--- config.mk ---
export PLATFORM = sky130hd
export DESIGN_NAME = iprl_ctrl
export DESIGN_NICKNAME = d
export VERILOG_FILES = /design/src/design/iprl_pkg.sv /design/src/design/iprl_ctrl.sv
export SDC_FILE = /design/constraint.sdc
export NUM_CORES = 1
export LEC_CHECK = 0
export ABC_CLOCK_PERIOD_IN_PS = 3500
export BUFFER_PORTS_ARGS = -buffer_cell sky130_fd_sc_hd__buf_2
export CELL_PAD_IN_SITES_DETAIL_PLACEMENT = 1
export CELL_PAD_IN_SITES_GLOBAL_PLACEMENT = 2
export CORE_MARGIN = 2
export CORE_UTILIZATION = 32
export DETAILED_ROUTE_END_ITERATION = 7
export GPL_ROUTABILITY_DRIVEN = 0
export GPL_TIMING_DRIVEN = 0
export PLACE_DENSITY = 0.87
export SETUP_SLACK_MARGIN = 0.3
export SLEW_MARGIN = 5
export SYNTH_ARGS = -nofsm -noshare
export SYNTH_HDL_FRONTEND = slang
export SYNTH_SLANG_ARGS = --single-unit
export TNS_END_PERCENT = 5
--- constraint.sdc ---
create_clock -name clk_i -period 3.5 [get_ports clk_i]
set_clock_uncertainty 0.1 [all_clocks]
set_input_delay 0.7 -clock clk_i [delete_from_list [all_inputs] [get_ports clk_i]]
set_output_delay 0.7 -clock clk_i [all_outputs]
set_load 0.02 [all_outputs]
--- src/design/iprl_pkg.sv ---
package iprl_pkg;

  // default sizes
  localparam int unsigned ENTRIES_DEF  = 64;
  localparam int unsigned VPN_BITS_DEF = 8;
  localparam int unsigned LOC_BITS_DEF = 8;

  // word field widths
  localparam int unsigned REQ_W    = 2;
  localparam int unsigned VPN_W    = 8;
  localparam int unsigned ADDR_W   = 32;
  localparam int unsigned LOC_W    = 8;
  localparam int unsigned STATUS_W = 2;
  localparam int unsigned IN_DATA_W  = 80;
  localparam int unsigned OUT_DATA_W = 8;

  // request kinds
  localparam logic [REQ_W-1:0] REQ_ADD    = 2'd0;
  localparam logic [REQ_W-1:0] REQ_REMOVE = 2'd1;
  localparam logic [REQ_W-1:0] REQ_FIND   = 2'd2;

  // answer codes
  localparam logic [STATUS_W-1:0] ST_DONE    = 2'd0;
  localparam logic [STATUS_W-1:0] ST_FULL    = 2'd1;
  localparam logic [STATUS_W-1:0] ST_NOMATCH = 2'd2;

  // controller -> datapath
  typedef struct packed {
    logic load;      // capture request word
    logic init;      // clear find/remove scratch, latch full flag
    logic rd_en;     // table read at rd_addr
    logic eval;      // act on the entry read last cycle
    logic put_zero;  // write new range at slot 0
    logic commit;    // remove done: count takes write pointer
    logic emit;      // load the answer register
  } iprl_cmd_t;

  // datapath -> controller
  typedef struct packed {
    logic [REQ_W-1:0] op;
    logic             full;
    logic             empty;
    logic             stop;      // add: read entry stays in front of new one
    logic             out_busy;  // answer register held by the sink
  } iprl_stat_t;

endpackage

--- src/design/iprl_ctrl.sv ---
module iprl_ctrl #(
  parameter int unsigned ENTRIES = iprl_pkg::ENTRIES_DEF
) (
  input  logic                               clk_i,
  input  logic                               rst_ni,
  input  logic                               in_valid_i,
  output logic                               in_ready_o,
  input  iprl_pkg::iprl_stat_t               stat_i,
  input  logic [$clog2(ENTRIES+1)-1:0]       count_i,
  output iprl_pkg::iprl_cmd_t                cmd_o,
  output logic [$clog2(ENTRIES)-1:0]         rd_addr_o
);

  localparam int unsigned IDX_W = $clog2(ENTRIES);
  localparam int unsigned CNT_W = $clog2(ENTRIES + 1);

  typedef enum logic [2:0] {
    S_IDLE,
    S_START,
    S_SCAN,
    S_TAIL,
    S_DONE
  } state_e;

  state_e           state_q, state_d;
  logic [IDX_W-1:0] idx_q, idx_d;
  logic             last_q, last_d;
  logic [IDX_W-1:0] top_idx;

  assign top_idx    = IDX_W'(count_i - CNT_W'(1));
  assign in_ready_o = (state_q == S_IDLE);

  always_comb begin
    state_d   = state_q;
    idx_d     = idx_q;
    last_d    = last_q;
    cmd_o     = '0;
    rd_addr_o = idx_q;
    case (state_q)
      S_IDLE: begin
        if (in_valid_i) begin
          cmd_o.load = 1'b1;
          state_d    = S_START;
        end
      end
      S_START: begin
        cmd_o.init = 1'b1;
        case (stat_i.op)
          iprl_pkg::REQ_ADD: begin
            if (stat_i.full) begin
              state_d = S_DONE;
            end else if (stat_i.empty) begin
              cmd_o.put_zero = 1'b1;
              state_d        = S_DONE;
            end else begin
              cmd_o.rd_en = 1'b1;
              rd_addr_o   = top_idx;
              idx_d       = top_idx;
              last_d      = (top_idx == '0);
              state_d     = S_SCAN;
            end
          end
          iprl_pkg::REQ_REMOVE, iprl_pkg::REQ_FIND: begin
            if (stat_i.empty) begin
              state_d = S_DONE;
            end else begin
              cmd_o.rd_en = 1'b1;
              rd_addr_o   = (stat_i.op == iprl_pkg::REQ_REMOVE) ? '0 : top_idx;
              idx_d       = rd_addr_o;
              last_d      = (top_idx == '0);
              state_d     = S_SCAN;
            end
          end
          default: state_d = S_DONE;
        endcase
      end
      S_SCAN: begin
        cmd_o.eval = 1'b1;
        if ((stat_i.op == iprl_pkg::REQ_ADD) && stat_i.stop) begin
          state_d = S_DONE;
        end else if (last_q) begin
          state_d = (stat_i.op == iprl_pkg::REQ_ADD) ? S_TAIL : S_DONE;
        end else begin
          cmd_o.rd_en = 1'b1;
          if (stat_i.op == iprl_pkg::REQ_REMOVE) begin
            rd_addr_o = idx_q + IDX_W'(1);
            last_d    = (rd_addr_o == top_idx);
          end else begin
            rd_addr_o = idx_q - IDX_W'(1);
            last_d    = (rd_addr_o == '0);
          end
          idx_d = rd_addr_o;
        end
      end
      S_TAIL: begin
        cmd_o.put_zero = 1'b1;
        state_d        = S_DONE;
      end
      S_DONE: begin
        cmd_o.commit = (stat_i.op == iprl_pkg::REQ_REMOVE);
        if (!stat_i.out_busy) begin
          cmd_o.emit = 1'b1;
          state_d    = S_IDLE;
        end
      end
      default: state_d = S_IDLE;
    endcase
  end

  always_ff @(posedge clk_i or negedge rst_ni) begin
    if (!rst_ni) begin
      state_q <= S_IDLE;
      idx_q   <= '0;
      last_q  <= 1'b0;
    end else begin
      state_q <= state_d;
      idx_q   <= idx_d;
      last_q  <= last_d;
    end
  end

endmodule

==> reports/results.txt <==
Distinct cell type count after synthesis -> 45
Total nets after synthesis -> 166
Fin Setup TNS -> 0 ns
Hold violation count in the final report -> 0
Worst-path clk slew -> 0.08 ns
Startpoint type of the worst setup path -> input port
Number of ports placed on the die boundary -> 30
Quantity of I/O buffers inserted on ports -> 28
Number of iterations in the first detailed-routing pass -> 4
Syn Std Cell Area -> 1130 µm²
Global-route wire length before repair -> 5550 µm
Mean instance size in the synthesized netlist -> 7.98 µm²
Number of synthesized register bits -> 10
Multiplexer share of the synthesized area -> 1.88%
Detail-routed via count per cell -> 5.32
Power density over the cells -> 745 nW/µm²
Share of synthesized area occupied by flip-flops and latches -> 22.1%
Largest net degree at the start of global routing -> 11
Leakage power -> 0.000653 µW
Fin. max-slew vios -> 0
Buffer type at the clock tree root -> clkbuf_4
Path class of the lowest-slack min-delay path -> in -> async
Maximum fanout along the worst path -> 10
Floorplan die height -> 63.5 µm
Setup repair after global routing missed its margin -> no
Element type at the critical path end -> primary output
Number of global-route vias before repair -> 1186
Worst slew margin -> 67.4%
Post-synth EDFFs -> 0
Placed cell count -> 216
Xor/xnor share of the synthesized area -> 10.0%
Adder and majority cell fraction of the synthesized area -> 8.83%
Transition time at the pin with the least slew margin -> 0.485 ns
Final-layout fill cell count -> 458
FF-to-FF path depth -> 5
CTS H-tree depth -> 1
Proportion of layout cells with a drive suffix above 1 -> 29.5%
Routed length per instance -> 15.4 µm
Fraction of the mapped netlist area in simple logic gates -> 28.4%
Number of antenna violations at the first check in global routing -> 0
Starting Density -> 33.7%
Routed wire length -> 3420 µm
Via count -> 1181
Diodes inserted -> 0
Clock Sink Count -> 10
Outcome -> finished, final reports clean
Max Clock Freq -> 324 MHz
Post-route insts no fill -> 222
Async set-reset flop share out of synthesis -> 100%
Iteration-0 DRC Markers -> 30
Shortest period the worst path allows -> 3.08 ns
Count of final setup violators -> 0
Clock tree from TritonCTS -> yes
Clk buf depth -> 2
Later-pin clock latency in the skew report -> 0.28 ns
Worst-case register-to-register setup slack -> 1.48 ns
Detail Route Antenna Nets -> 0
Data required time of the critical path -> 2.70 ns
Fraction of the mapped netlist area in compound gates -> 23.2%
Horiz. Die Dim -> 63.5 µm
Remaining DRCs -> 0
Area growth, synth to finish -> 24.3%
Yosys warns -> 0
Critical path class -> in -> out
Total global-route track usage -> 17.5%
Core region area -> 3360 µm²
Final period util -> 88.1%
Dominant combinational cell family by area after synthesis -> simple AND/OR/NAND/NOR gates
Maximum vdd ir drop -> 0.312 mV
Maximum capacitance violations -> 0
WP data arrival -> 2.28 ns
Cells after synthesis -> 142
Overflow after GRT -> 0
Die area -> 4030 µm²
Post-CTS Hold Fix Bufs -> 0
CTS Buf Count -> 3
Number of cell rows -> 21
Total number of nets in the final design -> 201
Most common flop cell mapped by yosys -> dfrtp_1
HPWL after DPL -> 2700 µm
==> cells in the mapped netlist (all sizes together), types with 2 or more instances <==
master / n / area, µm²
a211oi: 2 / 15.0
a21oi: 5 / 25.0
buf: 2 / 10.0
clkbuf: 4 / 16.3
dfrtp: 10 / 250
ha: 8 / 100
inv: 10 / 37.5
nand2: 9 / 33.8
nand2b: 3 / 18.8
nand3: 3 / 15.0
nor2: 17 / 63.8
nor2b: 3 / 18.8
nor3: 7 / 40.0
nor3b: 3 / 22.5
nor4: 3 / 37.5
o2111ai: 2 / 17.5
o21ai: 9 / 45.0
o221ai: 4 / 35.0
o31a: 2 / 26.3
or3: 3 / 23.8
or3b: 3 / 26.3
xnor2: 8 / 70.1
xor2: 5 / 43.8
==> metrics by stage <==
step	setup WS [ns]	utilization, %	total power [µW]	cell area (µm²)	hold slack (ns)
6_report	0.418	41.9	1050	1410	0.170
5_1_grt	0.298	41.9	1140	1410	0.184
4_1_cts	0.314	41.0	1040	1380	0.191
3_5_place_dp	-0.208	39.6	921	1330	0.489
3_3_place_gp	-0.130	39.6	891	1330	0.484
2_1_floorplan	0.605	-	718	1130	0.304
==> cell usage in the layout (no fill, tap or decap), types with 2 or more instances in the layout <==
cell type  count
buf_2         30
nor2_1        17
inv_1         10
dfrtp_1       10
nand2_1        9
xnor2_1        8
ha_1           7
o21ai_0        6
nor3_1         5
xor2_1         5
o221ai_1       4
a21oi_1        4
nor2b_1        3
nand2b_1       3
nand3_1        3
nor4_2         3
nor3b_1        3
clkbuf_4       3
clkbuf_2       2
or3b_2         2
nor3_2         2
clkbuf_1       2
or3_1          2
o21ai_1        2
a211oi_1       2
o2111ai_1      2
buf_4          2
==> metal layers <==
layer  track usage [%]  share of wire (%)  up-vias  wire, µm
met2              34.5                 55       18      1880
met5                 0                  0        -         0
li1                  -                  -      576         -
met1              19.0                 42      582      1420
met4              5.71                1.0        0        34
met3              1.96                2.5        5        84
==> registers in the layout, summed over array words and instances (netlist names) <==
name / count
last_q: 1
state_q: 3
idx_q: 6
==> worst paths after layout <==
path | startpoint | endpoint
setup / recovery | stat_i[5] | rd_addr_o[5]
hold / removal | rst_ni | idx_q[2]$_DFF_PN0_
setup reg to reg | state_q[0]$_DFFE_PN0P_ | idx_q[5]$_DFF_PN0_
hold reg to reg | idx_q[1]$_DFF_PN0_ | idx_q[1]$_DFF_PN0_
max in group asynchronous | rst_ni | last_q$_DFFE_PN0P_
min in group clk_i | idx_q[1]$_DFF_PN0_ | idx_q[1]$_DFF_PN0_
==> area by class of cell <==
| cell class | instances | area (µm²) | share of cell area (%) |
|---|---|---|---|
| buffer | 6 | 27.5 | 1.95 |
| clock buffer | 4 | 36.3 | 2.58 |
| inverter | 10 | 37.5 | 2.66 |
| multi-input combinational | 116 | 845 | 59.9 |
| sequential | 10 | 250 | 17.8 |
| tap | 46 | 57.6 | 4.09 |
| timing repair buffer | 30 | 155 | 11.0 |
==> where the power goes <==
group	internal, µW	total (µW)	switching [µW]
Clock	63.4	114	50.6
Combinational	283	734	451
Sequential	162	202	40.7
==> kinds of logic (layout without fill, tap and decap cells) <==
family | Yosys count | in the layout
multiplexers | 2 | 2
buffers and inverters | 16 | 50
adder cells (fa/ha/maj) | 8 | 8
AND/OR/NAND/NOR | 57 | 57
XOR/XNOR | 13 | 13
AO/OA/AOI/OAI | 36 | 36
flip-flops | 10 | 10
==> timing repair <==
action                     in CTS  in global routing
buffers inserted                1                  1
pin swaps                       1                  1
setup endpoints to repair       6                  3
resized for setup               3                  5
==> critical path, cell delays in order <==
cell      delay (ns)
buf_2           0.11
inv_1           0.10
ha_1            0.15
clkbuf_2        0.25
nor2b_1         0.09
o21ai_2         0.31
nor2_1          0.09
a221o_1         0.30
buf_2           0.17
Note: power is estimated with default switching activity, not from simulation.
